**config.mk**
```make
export PLATFORM = sky130hd
export DESIGN_NAME = period_speed_integral_regulator_unit
export DESIGN_NICKNAME = d
export VERILOG_FILES = /design/src/rtl/psir_pkg.sv /design/src/rtl/psir_divider.sv /design/src/rtl/period_speed_integral_regulator_unit.sv
export SDC_FILE = /design/constraint.sdc
export NUM_CORES = 1
export LEC_CHECK = 0
export CAP_MARGIN = 20
export CORE_ASPECT_RATIO = 0.75
export CORE_MARGIN = 8
export CORE_UTILIZATION = 59
export DETAILED_ROUTE_END_ITERATION = 6
export DONT_BUFFER_PORTS = 1
export GPL_TIMING_DRIVEN = 0
export PLACE_DENSITY = 0.77
export SLEW_MARGIN = 20
export SYNTH_ARGS = -nofsm -noshare
export SYNTH_HDL_FRONTEND = slang
export SYNTH_HIERARCHICAL = 1
export SYNTH_SLANG_ARGS = --single-unit
```
**constraint.sdc**
```tcl
create_clock -name clock -period 6.89 [get_ports clock]
set_clock_uncertainty 0.1 [all_clocks]
set_input_delay 2.067 -clock clock [delete_from_list [all_inputs] [get_ports clock]]
set_output_delay 2.067 -clock clock [all_outputs]
set_load 0.02 [all_outputs]
```
**src/rtl/psir_pkg.sv**
```systemverilog
// Shared types, constants and register indexes for the period speed integral regulator.
package psir_pkg;

   localparam int DRIVE_WIDTH_DEFAULT = 16;

   localparam int RATE_NUMERATOR = 1000000;
   localparam int RATE_W         = 20;
   localparam int PERIOD_W       = 16;
   localparam int TARGET_W       = 16;
   localparam int DRIVE_OUT_W    = 16;
   localparam int GAIN_W         = 8;
   localparam int DIFF_W         = RATE_W + 1;
   localparam int ERR_W          = DIFF_W - 2;
   localparam int PROD_W         = GAIN_W + 1 + ERR_W;
   localparam int CNT_W          = $clog2(RATE_W + 1);

   localparam int GAIN_RESET    = 3;
   localparam int FLOOR_RESET   = 1000;
   localparam int CEILING_RESET = 1440;
   localparam int DRIVE_RESET   = 500;

   localparam int CSR_INDEX_W = 2;
   localparam int CSR_DATA_W  = 16;

   localparam logic [CSR_INDEX_W-1:0] REG_LOOP_GAIN     = 2'd0;
   localparam logic [CSR_INDEX_W-1:0] REG_DRIVE_FLOOR   = 2'd1;
   localparam logic [CSR_INDEX_W-1:0] REG_DRIVE_CEILING = 2'd2;

   typedef struct packed {
      logic [TARGET_W-1:0] target_rate;
      logic [PERIOD_W-1:0] measured_period;
   } psir_req_type;

   typedef struct packed {
      logic [DRIVE_OUT_W-1:0] drive_value;
      logic                   period_fault;
   } psir_rsp_type;

   typedef struct packed {
      logic busy;
      logic done;
   } psir_div_status_type;

endpackage

```
**src/rtl/psir_divider.sv**
```systemverilog
// Restoring divider: constant rate numerator over the measured period, one quotient bit a cycle.
module psir_divider (
   input  logic                                clock,
   input  logic                                reset,
   input  logic                                start,
   input  logic [psir_pkg::PERIOD_W-1:0]       divisor,
   output logic [psir_pkg::RATE_W-1:0]         quotient,
   output psir_pkg::psir_div_status_type       status
);
   import psir_pkg::*;

   localparam logic [RATE_W-1:0] NUMERATOR = RATE_W'(RATE_NUMERATOR);

   logic [RATE_W-1:0]   quo_ff, quo_in;
   logic [PERIOD_W-1:0] rem_ff, rem_in;
   logic [PERIOD_W-1:0] dvs_ff, dvs_in;
   logic [CNT_W-1:0]    cnt_ff, cnt_in;
   logic                busy_ff, busy_in;
   logic                done_ff, done_in;
   logic [PERIOD_W:0]   trial;
   logic [PERIOD_W:0]   diff;
   logic                take;

   assign trial = {rem_ff, quo_ff[RATE_W-1]};
   assign diff  = trial - {1'b0, dvs_ff};
   assign take  = trial >= {1'b0, dvs_ff};

   always_comb begin
      quo_in  = quo_ff;
      rem_in  = rem_ff;
      dvs_in  = dvs_ff;
      cnt_in  = cnt_ff;
      busy_in = busy_ff;
      done_in = 1'b0;
      if (start) begin
         quo_in  = NUMERATOR;
         rem_in  = '0;
         dvs_in  = divisor;
         cnt_in  = '0;
         busy_in = 1'b1;
      end else if (busy_ff) begin
         quo_in = {quo_ff[RATE_W-2:0], take};
         rem_in = take ? diff[PERIOD_W-1:0] : trial[PERIOD_W-1:0];
         cnt_in = cnt_ff + 1'b1;
         if (cnt_ff == CNT_W'(RATE_W - 1)) begin
            busy_in = 1'b0;
            done_in = 1'b1;
         end
      end
   end

   always_ff @(posedge clock) begin
      quo_ff <= quo_in;
      rem_ff <= rem_in;
      dvs_ff <= dvs_in;
      cnt_ff <= cnt_in;
      if (reset) begin
         busy_ff <= 1'b0;
         done_ff <= 1'b0;
      end else begin
         busy_ff <= busy_in;
         done_ff <= done_in;
      end
   end

   assign quotient    = quo_ff;
   assign status.busy = busy_ff;
   assign status.done = done_ff;

endmodule

```
**src/rtl/period_speed_integral_regulator_unit.sv**
```systemverilog
// Period speed integral regulator: sequencer, error scaling, gain, clamp and result register.
//
// Usage: present one item on req_data with req_valid; it is accepted at a rising edge
// where req_valid is high and req_stall is low. Each item gives exactly one result on
// rsp_data with rsp_valid, taken at an edge where rsp_stall is low.
// The measured rate comes from a restoring divider that retires one quotient bit per
// cycle over 20 bits; error scaling, gain multiply and clamp then follow, one state each.
// A normal item runs through the divider and the ERR, MUL, SUM and OUT states; a zero
// period skips the divider and goes from idle straight to OUT. The next item is
// accepted once the result is loaded and the sequencer is back in idle.
// One item is in work at a time: req_stall stays high until the sequencer is idle.
// The result register holds one finished item; while the receiver stalls it, the next
// item may be accepted and worked, and its result waits until the register frees.
// Configuration writes on csr_wr_en/csr_index/csr_wdata are taken at once; indexes
// beyond the register list are dropped. Write only while no item is in work.
// Reset (synchronous, active high) sets gain 3, floor 1000, ceiling 1440, the drive
// accumulator to 500 (saturated to DRIVE_WIDTH) and empties the result register.
module period_speed_integral_regulator_unit #(
   parameter int DRIVE_WIDTH = psir_pkg::DRIVE_WIDTH_DEFAULT
) (
   input  logic                                 clock,
   input  logic                                 reset,
   input  logic                                 req_valid,
   output logic                                 req_stall,
   input  psir_pkg::psir_req_type               req_data,
   output logic                                 rsp_valid,
   input  logic                                 rsp_stall,
   output psir_pkg::psir_rsp_type               rsp_data,
   input  logic                                 csr_wr_en,
   input  logic [psir_pkg::CSR_INDEX_W-1:0]     csr_index,
   input  logic [psir_pkg::CSR_DATA_W-1:0]      csr_wdata
);
   import psir_pkg::*;

   localparam int SUM_W = (DRIVE_WIDTH > PROD_W - 1) ? DRIVE_WIDTH + 2 : PROD_W + 1;
   localparam longint unsigned DRIVE_MAX = (64'd1 << DRIVE_WIDTH) - 64'd1;
   localparam logic [DRIVE_WIDTH-1:0] ACC_RESET =
      DRIVE_WIDTH'((longint'(DRIVE_RESET) > longint'(DRIVE_MAX)) ? DRIVE_MAX : DRIVE_RESET);
   localparam logic [SUM_W-1:0] SUM_DRIVE_MAX =
      {{(SUM_W-DRIVE_WIDTH){1'b0}}, {DRIVE_WIDTH{1'b1}}};

   localparam logic [2:0] S_IDLE = 3'd0;
   localparam logic [2:0] S_DIV  = 3'd1;
   localparam logic [2:0] S_ERR  = 3'd2;
   localparam logic [2:0] S_MUL  = 3'd3;
   localparam logic [2:0] S_SUM  = 3'd4;
   localparam logic [2:0] S_OUT  = 3'd5;

   logic [2:0]                state_ff, state_in;
   logic [GAIN_W-1:0]         gain_ff;
   logic [DRIVE_OUT_W-1:0]    floor_ff;
   logic [DRIVE_OUT_W-1:0]    ceil_ff;
   logic [DRIVE_WIDTH-1:0]    acc_ff, acc_in;
   logic [TARGET_W-1:0]       target_ff, target_in;
   logic [PERIOD_W-1:0]       period_ff, period_in;
   logic signed [ERR_W-1:0]   err_ff, err_in;
   logic signed [PROD_W-1:0]  prod_ff, prod_in;
   psir_rsp_type              res_ff, res_in;
   psir_rsp_type              rsp_ff, rsp_in;
   logic                      rsp_valid_ff, rsp_valid_in;

   logic                      div_start;
   logic [RATE_W-1:0]         div_quotient;
   psir_div_status_type       div_status;

   logic signed [DIFF_W-1:0]  diff;
   logic [DIFF_W-1:0]         diff_adj;
   logic [SUM_W-1:0]          acc_wide;
   logic signed [SUM_W-1:0]   sum;
   logic signed [SUM_W-1:0]   ceil_ext;
   logic signed [SUM_W-1:0]   floor_ext;
   logic signed [SUM_W-1:0]   lim;
   logic [DRIVE_WIDTH-1:0]    acc_next;
   logic [SUM_W-1:0]          next_wide;
   logic                      accept;
   logic                      slot_free;

   psir_divider u_divider (
      .clock    (clock),
      .reset    (reset),
      .start    (div_start),
      .divisor  (period_ff),
      .quotient (div_quotient),
      .status   (div_status)
   );

   assign accept    = req_valid && !req_stall;
   assign slot_free = !rsp_valid_ff || !rsp_stall;
   assign req_stall = (state_ff != S_IDLE);

   assign diff     = $signed({{(DIFF_W-TARGET_W){1'b0}}, target_ff})
                   - $signed({1'b0, div_quotient});
   assign diff_adj = diff + {{(DIFF_W-2){1'b0}}, diff[DIFF_W-1], diff[DIFF_W-1]};

   assign acc_wide  = {{(SUM_W-DRIVE_WIDTH){1'b0}}, acc_ff};
   assign sum       = $signed(acc_wide) + {{(SUM_W-PROD_W){prod_ff[PROD_W-1]}}, prod_ff};
   assign ceil_ext  = $signed({{(SUM_W-DRIVE_OUT_W){1'b0}}, ceil_ff});
   assign floor_ext = $signed({{(SUM_W-DRIVE_OUT_W){1'b0}}, floor_ff});

   always_comb begin
      lim = sum;
      if (lim > ceil_ext) begin
         lim = ceil_ext;
      end
      if (lim < floor_ext) begin
         lim = floor_ext;
      end
   end

   assign acc_next  = ($unsigned(lim) > SUM_DRIVE_MAX) ? {DRIVE_WIDTH{1'b1}}
                                                       : lim[DRIVE_WIDTH-1:0];
   assign next_wide = {{(SUM_W-DRIVE_WIDTH){1'b0}}, acc_next};

   always_comb begin
      state_in     = state_ff;
      acc_in       = acc_ff;
      target_in    = target_ff;
      period_in    = period_ff;
      err_in       = err_ff;
      prod_in      = prod_ff;
      res_in       = res_ff;
      rsp_in       = rsp_ff;
      rsp_valid_in = rsp_valid_ff && rsp_stall;
      div_start    = 1'b0;
      case (state_ff)
         S_IDLE: begin
            if (accept) begin
               target_in = req_data.target_rate;
               period_in = req_data.measured_period;
               if (req_data.measured_period == '0) begin
                  res_in.drive_value  = acc_wide[DRIVE_OUT_W-1:0];
                  res_in.period_fault = 1'b1;
                  state_in            = S_OUT;
               end else begin
                  state_in = S_DIV;
               end
            end
         end
         S_DIV: begin
            if (!div_status.busy && !div_status.done) begin
               div_start = 1'b1;
            end
            if (div_status.done) begin
               state_in = S_ERR;
            end
         end
         S_ERR: begin
            err_in   = $signed(diff_adj[DIFF_W-1:2]);
            state_in = S_MUL;
         end
         S_MUL: begin
            prod_in  = $signed({1'b0, gain_ff}) * err_ff;
            state_in = S_SUM;
         end
         S_SUM: begin
            acc_in              = acc_next;
            res_in.drive_value  = next_wide[DRIVE_OUT_W-1:0];
            res_in.period_fault = 1'b0;
            state_in            = S_OUT;
         end
         S_OUT: begin
            if (slot_free) begin
               rsp_in       = res_ff;
               rsp_valid_in = 1'b1;
               state_in     = S_IDLE;
            end
         end
         default: begin
            state_in = S_IDLE;
         end
      endcase
   end

   always_ff @(posedge clock) begin
      target_ff <= target_in;
      period_ff <= period_in;
      err_ff    <= err_in;
      prod_ff   <= prod_in;
      res_ff    <= res_in;
      rsp_ff    <= rsp_in;
      if (reset) begin
         state_ff     <= S_IDLE;
         acc_ff       <= ACC_RESET;
         rsp_valid_ff <= 1'b0;
         gain_ff      <= GAIN_W'(GAIN_RESET);
         floor_ff     <= DRIVE_OUT_W'(FLOOR_RESET);
         ceil_ff      <= DRIVE_OUT_W'(CEILING_RESET);
      end else begin
         state_ff     <= state_in;
         acc_ff       <= acc_in;
         rsp_valid_ff <= rsp_valid_in;
         if (csr_wr_en) begin
            case (csr_index)
               REG_LOOP_GAIN:     gain_ff  <= csr_wdata[GAIN_W-1:0];
               REG_DRIVE_FLOOR:   floor_ff <= csr_wdata[DRIVE_OUT_W-1:0];
               REG_DRIVE_CEILING: ceil_ff  <= csr_wdata[DRIVE_OUT_W-1:0];
               default: begin
               end
            endcase
         end
      end
   end

   assign rsp_valid = rsp_valid_ff;
   assign rsp_data  = rsp_ff;

endmodule
```
# Yosys cells after proc, flatten, opt, wreduce, memory -nomap -nowiden

Cells that the tools add are included.

Bits in registers: 232
RAM bits: 0
Bits in latches: 0
ROM bits: 0
Memories: 0

Shifts and indexed selects: 0
Reduce and logical (&&, ||, !) cells: 22
Mux-type cells: 20
Multiply operators: 1
Bitwise gates (word level): 1
Add/sub/neg operators: 5
Equality and inequality tests: 12
Div/mod/pow operators: 0
$lt $le $gt $ge: 4

Operators by type and width:

| operator                                                                           | number |
|---|---|
| 29-bit 2-to-1 mux                                                                  | 2 |
| 17-bit 2-to-1 mux                                                                  | 2 |
| 17-bit case mux with 2 select lines                                                | 1 |
| 16-bit 2-to-1 mux                                                                  | 2 |
| 17-bit by 28-bit adder with 29-bit output                                          | 1 |
| 29-bit by 16-bit greater-than comparator with 1-bit output (second input constant) | 1 |
| 29-bit by 17-bit greater-than comparator with 1-bit output                         | 1 |
| 29-bit by 17-bit < comparator with 1-bit output                                    | 1 |
| 9-bit by 19-bit multiplier with 28-bit output                                      | 1 |
| 21-bit by 2-bit adder with 21-bit output                                           | 1 |
| 16-bit by 20-bit subtractor with 21-bit output                                     | 1 |
| 3-bit case mux with 6 select lines                                                 | 1 |
| 17-bit by 16-bit greater-or-equal comparator with 1-bit output                     | 1 |
| 16-bit logical NOT                                                                 | 1 |
| 16-bit subtractor                                                                  | 1 |
| 3-bit 2-to-1 mux                                                                   | 4 |
| 2-bit AND reduction                                                                | 5 |
| 1-bit 2-to-1 mux                                                                   | 8 |
| 3-bit by 2-bit == test with 1-bit output (second input constant)                   | 2 |
| 3-bit == test (second input constant)                                              | 2 |
| 2-bit inequality test (second input constant)                                      | 3 |
| 3-bit AND reduction                                                                | 2 |
| 5-bit by 1-bit adder with 5-bit output (second input constant)                     | 1 |
| 5-bit == test (second input constant)                                              | 1 |
| other kinds (13)                                                                   | 19 |

# Logic depth before layout (Yosys ltp)

Gate-level depths: netlist of run 1.

Word-level depth: 8
Mapped depth: 35
Gate-level depth less buffers: 33

# By module

The synthesis of run 1 kept the hierarchy.

By module, submodules not included:

| module                               | seq. area each (um^2) | instances | cells an instance | area each (um^2) |
|---|---|---|---|---|
| period_speed_integral_regulator_unit | 4594.4                | 1         | 1608              | 15197.1 |
| psir_divider                         | 1341.3                | 1         | 333               | 3061.7 |

# Least setup slack after synthesis of run 1

No wires, ideal clock.

Path kind: register to register
Start point: register prod_ff[0]
End point: register res_ff[2] (netlist name), data pin
Clock period less this slack: 7571 ps
Slack: -681 ps
Data required time: 6512 ps
Stages on the path, launching flop included: 34
Data arrival time: 7193 ps
Path through: edfxtp_1 ha_1 inv_1 fa_1 nor2b_1 o31a_1 a311oi_2 o21bai_1 a21oi_1 nor4b_1 a311o_1 ha_1 a211oi_1 o211ai_1 a21oi_1 a211oi_1 a2111o_1 a2111oi_2 a31oi_2 buf_2 mux2_1 ha_1 a21o_1 a21o_1 a21oi_1 o211ai_1 or3_1 o32ai_1 a21o_1 ha_1 nor4_1 buf_2 clkbuf_1 a211oi_1

RTL lines:

| item                     | RTL line                                    | RTL |
|---|---|---|
| start: declaration       | period_speed_integral_regulator_unit.sv:57  | `logic signed [PROD_W-1:0] prod_ff, prod_in;` |
| start signal: assignment | period_speed_integral_regulator_unit.sv:178 | `prod_ff <= prod_in;` |
| end signal: assignment   | period_speed_integral_regulator_unit.sv:179 | `res_ff <= res_in;` |
| end: declaration         | period_speed_integral_regulator_unit.sv:58  | `psir_rsp_type res_ff, res_in;` |

==> impl_metrics.tcl, run 1 <==
set metrics [dict create \
    violations "negative setup slack" \
    ys.flop_type "edfxtp_1" \
    intPower_mw 2.81 \
    cap_viol_max_count 0 \
    syn_inst 1941 \
    wl_mm 45.3 \
    finalSetupViolCount 32 \
    clk_latency_ns 0.52 \
    worst_slack_ns -0.667 \
    grt.total_usage 0.237 \
    nFillCells 2298 \
    wl_met1_mm 20.3 \
    dpl.cell_count 2347 \
    async_reset_ff_frac 0 \
    die_h_um 168 \
    ant_nets 0 \
    drv_slew 0 \
    core-area_um2 30300 \
    start_util 0.603 \
    drt-wirelength-per-cell_um 18.7 \
    min_period_ns 7.56 \
    post-dp-hpwl_mm 34.7 \
    drtIter0Drc 1332 \
    ir_drop_uv 220 \
    grt_pass1_vias 13900 \
    rows 55 \
    vias_per_cell 5.91 \
    cp.arrival_ns 7.71 \
    syn_avg_cell_area_um2 9.41 \
    crit_required_ns 7.04 \
    worst_pin_slew_ns 1.24 \
    rsz0062_at_grt "true" \
    synth_seq_cells 232 \
    grt_overflow 0 \
    mostFrequentLayoutCells "inv_1 (264), nand2_1 (190), ha_1 (130), edfxtp_1 (129), fa_1 (122)" \
    synth_compound_area_frac 0.140 \
    gp_congestion 0.923 \
    path_max_fanout 10 \
    cts_max_path_buffers 3 \
    io_pins 74 \
    hp-class "register to register" \
    critPathMaxStageDelay_ns 0.43 \
    final_cells 2415 \
    ys_types 97 \
    finalCritPeriodShare 1.10 \
    slew_headroom 0.168 \
    h-tree-depth 1 \
    critPathKind "register to register" \
    pwr-share-clk 0.305 \
    crit_path_end_kind "register" \
    yosysWarnings 6 \
    wl_met3_mm 3.33 \
    multiInputGateArea_um2 11500 \
    p_seq_frac 0.396 \
    synth_xor_area_frac 0.0360 \
    power.share.combinational 0.299 \
    path_clk_slew_ns 0.06 \
    cts.sinks 232 \
    seq_area_frac_synth 0.325 \
    synth_edf_count 129 \
    synthAdderAreaFrac 0.229 \
    postCtsHoldBufs 0 \
    layout-drive-gt1-share 0.0908 \
    synthMuxAreaShare 0.0273 \
    leakagePower_nw 8.69 \
    grt_max_degree 32 \
    synth_nets 2257 \
    dieArea_um2 36900 \
    register_area_um2 5940 \
    fmax_ghz 0.132 \
    cts_tree "built" \
    numPortBuffers 0 \
    finalHoldViolations 0 \
    synth_top_family_by_area "adder cells" \
    met2WireLength_mm 20.7 \
    diodes 0 \
    synthSimpleGateAreaFrac 0.170 \
    utilization 0.673 \
    num_vias 14300 \
    p_per_area_nw_per_um2 203 \
    final_common_cell "inv_1" \
    area_growth_pct 11.6 \
    switching_power_mw 1.32 \
    routed.top_layer "met4" \
    antenna_found_initial 0 \
    status "complete, but fails checks" \
    netlist_area_um2 18300 \
    dr.pass1.iters 5 \
    drc 0 \
    swShare 0.319 \
    grt_pass1_wl_mm 71.5 \
    cts_root_buf "clkbuf_16" \
    nNetsFinal 2316 \
    die_width_um 219 \
    start_kind "register" \
    cts_buffers 23 \
    crit_slowest_cell "edfxtp_1" \
]
==> flip-flops by register name, indices dropped and copies added, names as in the netlist <==
name                cells
acc_ff                 16
ceil_ff                16
err_ff                 19
floor_ff               16
gain_ff                 8
period_ff              16
prod_ff                28
res_ff                 17
rsp_data               17
rsp_valid               1
state_ff                3
target_ff              16
u_divider/busy_ff       1
u_divider/cnt_ff        5
u_divider/done_ff       1
u_divider/dvs_ff       16
u_divider/quotient     20
u_divider/rem_ff       16
==> cells in the mapped netlist, types with 19 or more instances <==
| master | number | area (µm²) |
|---|---|---|
| xor2_1 | 21 | 184 |
| o21ai_0 | 58 | 290 |
| nor3_1 | 30 | 150 |
| a21oi_1 | 94 | 470 |
| xnor2_1 | 54 | 473 |
| and2_1 | 98 | 613 |
| mux2i_1 | 43 | 430 |
| nand2_1 | 194 | 728 |
| a21o_1 | 29 | 218 |
| edfxtp_1 | 129 | 3870 |
| a211oi_1 | 27 | 203 |
| fa_1 | 123 | 2460 |
| nand3_1 | 28 | 140 |
| clkbuf_1 | 57 | 214 |
| ha_1 | 138 | 1730 |
| inv_1 | 265 | 995 |
| or3_1 | 25 | 156 |
| nand4_1 | 19 | 119 |
| dfxtp_1 | 103 | 2060 |
| nor2_1 | 123 | 462 |
==> critical path, delay by kind of cell, from the launching register on <==
kind            cells  cell delay [ns]
fa+ha+maj           5             1.25
flops               1             0.43
buf+inv             5             0.66
simple gates        4             0.53
compound gates     20             3.96
mux                 1             0.31
==> worst paths after layout <==
kind	from	end	slack, ns	cells past startpoint
max	prod_ff[0]$_DFFE_PN_	res_ff[10]$_DFFE_PP_	-0.67	35
min	period_ff[13]$_DFFE_PP_	u_divider/dvs_ff[13]$_DFFE_PP_	0.32	0
max reg2reg	prod_ff[0]$_DFFE_PN_	res_ff[10]$_DFFE_PP_	-0.67	35
min reg2reg	period_ff[13]$_DFFE_PP_	u_divider/dvs_ff[13]$_DFFE_PP_	0.32	0
==> through the flow <==
step	instance area, µm²	setup TNS (ns)	hold slack (ns)	setup slack [ns]	power, mW
floorplan	18300	0	0.300	0.0535	2.61
global placement	18800	-31.33	0.302	-1.11	2.84
detailed placement	18900	-34.89	0.305	-1.21	2.87
CTS	20100	-22.53	0.319	-0.798	4.14
global route	20400	-24.73	0.324	-0.915	4.35
finish	20400	-17.65	0.317	-0.667	4.13
==> final cells by class <==
type / instances / share of cell area
Clock inverter: 15 / 0.00774
Inverter: 266 / 0.0490
Sequential cell: 232 / 0.291
Clock buffer: 26 / 0.0288
Buffer: 74 / 0.0177
Timing Repair Buffer: 36 / 0.0177
Tap cell: 399 / 0.0245
Multi-Input combinational cell: 1367 / 0.563
==> power groups by stage <==
stage | sequential [mW] | combinational (mW) | clock, mW
after floorplan | 1.64 | 0.962 | 0
after global placement | 1.66 | 1.17 | 0
after detailed placement | 1.67 | 1.21 | 0
after CTS | 1.64 | 1.22 | 1.28
after global routing | 1.65 | 1.38 | 1.32
final | 1.64 | 1.24 | 1.26
==> cell families (layout without fill, tap and decap cells) <==
logic type | after synthesis | in the layout
XOR/XNOR | 75 | 75
multiplexers | 49 | 49
AND/OR/NAND/NOR | 616 | 616
buffers and inverters | 342 | 417
adder cells (fa/ha/maj) | 261 | 261
AO/OA/AOI/OAI | 366 | 366
flip-flops | 232 | 232
==> repair_timing <==
action | in CTS | in global routing
buffers inserted | 20 | 8
pin swaps | 35 | 26
cloned | 2 | 1
resized for setup | 54 | 58
endpoints found under the setup margin | 32 | 32
==> layer usage <==
| layer | up-vias | global-route usage |
|---|---|---|
| met5 | - | 0 |
| met4 | 0 | 0.0605 |
| met3 | 94 | 0.0466 |
| met2 | 543 | 0.372 |
| met1 | 6844 | 0.332 |
| li1 | 6780 | - |
Power figures use the tool's default switching activity.
==> run 2: changes to the inputs <==
ABC_AREA = 1   (was not set)
==> run 2 against run 1 <==
  * The run now ends clean
  * Register-to-register slack better by 1.1 ns
  * Maximum frequency grew 16%
  * Global-route usage decreased by 0.80 points
  * Utilization decreased by 3.1 points
  * Synthesized cell count increased by 21%
  * Via count increased by 4.5%
  * Count of clock-buffer cells in the layout is 1 higher
==> impl_metrics.tcl, run 2 <==
set metrics [dict create \
    finalHoldViolations 0 \
    cts.repair.resized 0 \
    numPortBuffers 0 \
    r2r_slack_ns 0.39 \
    finalSetupViolCount 0 \
    hp-class "register to register" \
    grt_pass1_vias 14700 \
    netlist_area_um2 18600 \
    nNetsFinal 2686 \
    ant_nets 0 \
    min_delay_path_depth 0 \
    dpl_cell_area_um2 19200 \
    crit_slowest_cell "or3b_2" \
    status "finished clean" \
    worst_pin_slew_ns 0.866 \
    num_vias 14900 \
    crit_top_cell "nand2_1" \
    post-dp-hpwl_mm 35.2 \
    synth_seq_cells 232 \
    path_max_fanout 10 \
    cts.sinks 232 \
    core-area_um2 31100 \
    seq_area_frac_synth 0.320 \
    r2r-start "prod_ff[0]$_DFFE_PN_" \
    hp-start "res_ff[13]$_DFFE_PP_" \
    drc 0 \
    grt.total_usage 0.229 \
    min_period_ns 6.50 \
    critPathMaxStageDelay_ns 0.48 \
    synth_top_area_share 0.209 \
    p_per_area_nw_per_um2 350 \
    synth.largest_area_cell "edfxtp_1" \
    io_pins 74 \
    grt_max_degree 32 \
    synthTopCellsByCount "nand2_1 (562), inv_1 (509), nor2_1 (159), ha_1 (138), edfxtp_1 (129)" \
    grt_pass1_wl_mm 71.3 \
    wl_mm 43.3 \
    dieArea_um2 37500 \
    syn_inst 2340 \
    rsz0062_at_grt "false" \
    antenna_found_initial 1 \
    mostFrequentLayoutCells "nand2_1 (562), inv_1 (509), nor2_1 (155), ha_1 (136), edfxtp_1 (129)" \
    path_clk_slew_ns 0.07 \
    ys_types 55 \
    cp-startpoint "prod_ff[0]$_DFFE_PN_" \
    critPathKind "register to register" \
    synth_edf_count 129 \
    synth.most_common_cell "nand2_1" \
    critPathTopFamily "simple AND/OR/NAND/NOR gates" \
    largest_reg_flops 28 \
    drtIter0Drc 1219 \
    leakagePower_nw 10.3 \
    finalCritPeriodShare 0.943 \
    rows 56 \
    cts_buffers 23 \
    yosysWarnings 6 \
    cap_viol_max_count 0 \
    syn_avg_cell_area_um2 7.93 \
    vias_per_cell 5.34 \
    area_growth_pct 7.60 \
    drt-wirelength-per-cell_um 15.5 \
    grt_overflow 0 \
    tns_ns 0 \
    final_area_um2 20000 \
    h-tree-depth 1 \
    crit_required_ns 7.06 \
    postCtsHoldBufs 0 \
    ys.flop_type "edfxtp_1" \
    slew_headroom 0.422 \
    ir_drop_uv 286 \
    reg2reg_depth 34 \
    top_register "prod_ff" \
    gp_congestion 0.927 \
    power_mw 6.98 \
    async_reset_ff_frac 0 \
    synth_nets 2656 \
    start_kind "register" \
    min_to "rsp_data[13]$_DFFE_PP_" \
    cts_setup_buffers 0 \
    die_h_um 170 \
    cp.arrival_ns 6.67 \
    fmax_ghz 0.154 \
    cts_tree "built" \
    drv_slew 0 \
    cts_root_buf "clkbuf_16" \
    clk_latency_ns 0.53 \
    dr.pass1.iters 6 \
    layout-drive-gt1-share 0.0595 \
    start_util 0.597 \
    cts_max_path_buffers 3 \
    crit_buf_inv 5 \
    synthTopCellsByArea "edfxtp_1 (21%), fa_1 (13%), nand2_1 (11%)" \
    r2r-end "res_ff[8]$_DFFE_PP_" \
    crit_path_end_kind "register" \
    die_width_um 221 \
    diodes 0 \
    final_common_cell "nand2_1" \
]
## run 2: cell count changes in the layout (fill, tap and decap cells not counted), moves of 32 or more
| cell | change |
|---|---|
| mux2i_1 | -35 |
| nor2_1 | +34 |
| xnor2_1 | -32 |
| inv_1 | +245 |
| nand3_1 | +56 |
| and2_1 | -88 |
| nand2_1 | +372 |
| xor2_1 | +34 |
## run 2: how the worst max path moves through the flow
stage,endpoint,depth (start not counted)
finish,res_ff[8]$_DFFE_PP_,34
global route,res_ff[8]$_DFFE_PP_,36
CTS,res_ff[8]$_DFFE_PP_,35
detailed placement,res_ff[8]$_DFFE_PP_,35
global placement,res_ff[8]$_DFFE_PP_,35
floorplan,res_ff[8]$_DFFE_PP_,37
## run 2: logic make-up (layout without fill, tap and decap cells)
group                      count (synthesis)  after routing  synth area share
and+or+nand+nor                          919            919             0.210
DFF                                      232            232             0.320
xor gates and xnor gates                  77             77            0.0363
AOI/OAI and AO/OA                        265            265            0.0846
adders and majority gates                261            261             0.226
buffers and inverters                    586            631             0.123
## run 2: stage by stage
step / setup slack, ns / util / hold WS [ns] / instances
6_report: 0.395 / 0.642 / 0.316 / 2791
5_1_grt: 0.00757 / 0.642 / 0.328 / 2791
4_1_cts: 0.0810 / 0.641 / 0.316 / 2792
3_5_place_dp: 0.124 / 0.616 / 0.305 / 2752
3_3_place_gp: 0.309 / 0.613 / 0.301 / 2746
2_1_floorplan: 1.38 / - / 0.300 / 2340
## run 2: worst register-to-register path, delay by kind of cell, from the launching register on
family,cells,cell delay (ns)
fa+ha+maj,5,1.50
simple gates,14,1.95
xor+xnor,1,0.18
compound gates,9,1.53
flops,1,0.41
buf+inv,5,0.60
## run 2: metal layers
metal	global-route usage	vias up	routed length, µm	share of wire
met5	0	-	13	0.00030
met1	0.303	6974	19500	0.45
met2	0.378	488	19500	0.45
li1	-	7363	-	-
met4	0.0732	2	1220	0.028
met3	0.0428	78	3020	0.070
## run 2: area by class of cell
cell class | count | area (µm²)
fill | 2604 | 11100
inverter | 514 | 1930
buffer | 71 | 358
sequential | 232 | 5940
tap | 406 | 508
timing repair buffer | 6 | 72.6
clock buffer | 27 | 601
clock inverter | 13 | 174
multi-input combinational | 1522 | 10400
## run 2: power breakdown
part / leakage, nW / switching (mW) / internal (mW) / total (mW)
Clock: 0.373 / 0.541 / 0.775 / 1.32
Sequential: 2.02 / 0.155 / 1.84 / 2.00
Combinational: 7.92 / 2.33 / 1.34 / 3.67
Total: 10.3 / 3.02 / 3.96 / 6.98
==> run 3: changes to the inputs <==
CORE_UTILIZATION = 60   (was 59)
PLACE_DENSITY = 0.75   (was 0.77)
RECOVER_POWER = 25   (was not set)
clock period = 7.31 ns   (was 6.89 ns; I/O delays follow)
==> run 3 against run 2 <==
  * Sequential power fell by 6%
  * Global-route usage grew 1.5 points
  * Sequential cell count is the same
  * First-iteration DRC count is 24% higher
  * Register-to-register slack improved by 0.09 ns
  * Via count grew 0.42%
  * Maximum frequency is 4.8% lower
  * Worst setup slack gained 0.093 ns
  * Final cell count about the same
  * Critical path depth is 1 higher
  * Sequential share of layout area about the same
  * Utilization is 1.7 points higher
==> impl_metrics.tcl, run 3 (synthesis gave the netlist of run 2 again) <==
set metrics [dict create \
    dr.pass1.iters 5 \
    ant_nets 0 \
    min_delay_path_depth 0 \
    drtIter0Drc 1508 \
    core-area_um2 30300 \
    drv_slew 0 \
    vias_per_cell 5.37 \
    path_clk_slew_ns 0.06 \
    slew_headroom 0.182 \
    wl_mm 44.7 \
    post-dp-hpwl_mm 36.2 \
    crit_slowest_cell "or3b_2" \
    whs_ns 0.315 \
    final_common_cell "nand2_1" \
    grt_pass1_wl_mm 73.7 \
    status "finished clean" \
    power_mw 6.63 \
    clk_latency_ns 0.53 \
    cts_max_path_buffers 3 \
    worst_slack_ns 0.488 \
    finalSetupViolCount 0 \
    dp_slack_ns 0.626 \
    rows 55 \
    finalCritPeriodShare 0.933 \
    diodes 0 \
    cts_tree "built" \
    grt_max_degree 32 \
    grt.total_usage 0.244 \
    postCtsHoldBufs 0 \
    min_period_ns 6.82 \
    worst_pin_slew_ns 1.22 \
    numPortBuffers 0 \
    hp-class "register to register" \
    crit_top_cell "nand2_1" \
    layout-drive-gt1-share 0.0561 \
    cts.sinks 232 \
    largest_reg_flops 28 \
    area_growth_pct 7.58 \
    nNetsFinal 2688 \
    drt-wirelength-per-cell_um 16.0 \
    tns_ns 0 \
    leakagePower_nw 10.3 \
    h-tree-depth 1 \
    antenna_found_initial 0 \
    dpl_cell_area_um2 19200 \
    start_kind "register" \
    register_area_um2 5940 \
    io_pins 74 \
    critPathKind "register to register" \
    cts_root_buf "clkbuf_16" \
    crit_required_ns 7.49 \
    die_h_um 168 \
    fmax_ghz 0.147 \
    mostFrequentLayoutCells "nand2_1 (562), inv_1 (509), nor2_1 (157), ha_1 (138), edfxtp_1 (129)" \
    p_per_area_nw_per_um2 332 \
    drc 0 \
    cts_setup_buffers 0 \
    multiInputGateArea_um2 10400 \
    reg2reg_depth 35 \
    grt_overflow 0 \
    cts_buffers 24 \
    crit_path_end_kind "register" \
    grt_pass1_vias 14800 \
    cp.arrival_ns 7.00 \
    ir_drop_uv 288 \
    cap_viol_max_count 0 \
    final_area_um2 20000 \
    cts.repair.resized 0 \
    rsz0062_at_grt "false" \
    critPathMaxStageDelay_ns 0.47 \
    gp_congestion 0.947 \
    dieArea_um2 36900 \
    start_util 0.613 \
    num_vias 15000 \
    die_width_um 219 \
    top_register "prod_ff" \
    nFillCells 2547 \
    finalHoldViolations 0 \
    path_max_fanout 10 \
]
## run 3: metal layers
metal | vias up | share of wire | global-route usage
met4 | 0 | 0.025 | 0.0599
met1 | 7044 | 0.46 | 0.338
met2 | 487 | 0.45 | 0.390
li1 | 7355 | - | -
met5 | - | 0 | 0
met3 | 81 | 0.069 | 0.0460
## run 3: report_power, final
group / leakage (nW) / internal (mW) / switching (mW)
combinational: 7.90 / 1.26 / 2.21
clock: 0.396 / 0.757 / 0.526
sequential: 2.02 / 1.74 / 0.149
total: 10.3 / 3.75 / 2.88
## run 3: critical path: cells and delay by family, from the launching register on
kind | cells | cell delay [ns]
adders and majority gates | 5 | 1.36
buffers and inverters | 6 | 0.98
DFF | 1 | 0.40
and+or+nand+nor | 14 | 1.92
xor gates and xnor gates | 1 | 0.17
AOI/OAI and AO/OA | 9 | 1.62
## run 3: stage by stage
stage          std cells   util
3_3_place_gp        2739  0.630
2_1_floorplan       2340      -
6_report            2789  0.660
4_1_cts             2789  0.660
3_5_place_dp        2745  0.633
5_1_grt             2789  0.660
## run 3: worst paths after layout
| kind | startpoint | slack (ns) | endpoint |
|---|---|---|---|
| max | prod_ff[0]$_DFFE_PN_ | 0.49 | res_ff[8]$_DFFE_PP_ |
| max reg2reg | prod_ff[0]$_DFFE_PN_ | 0.49 | res_ff[8]$_DFFE_PP_ |
| min | period_ff[1]$_DFFE_PP_ | 0.31 | u_divider/dvs_ff[1]$_DFFE_PP_ |
| min reg2reg | period_ff[1]$_DFFE_PP_ | 0.31 | u_divider/dvs_ff[1]$_DFFE_PP_ |
## run 3: layout make-up
| class | instances | area share |
|---|---|---|
| clock buffers | 29 | 0.0331 |
| multi-input cells | 1522 | 0.518 |
| plain buffers | 72 | 0.0180 |
| flip-flops and latches | 232 | 0.297 |
| inverters | 514 | 0.0966 |
| well taps | 399 | 0.0250 |
| clock inverters | 15 | 0.00852 |
| repair buffers | 6 | 0.00307 |
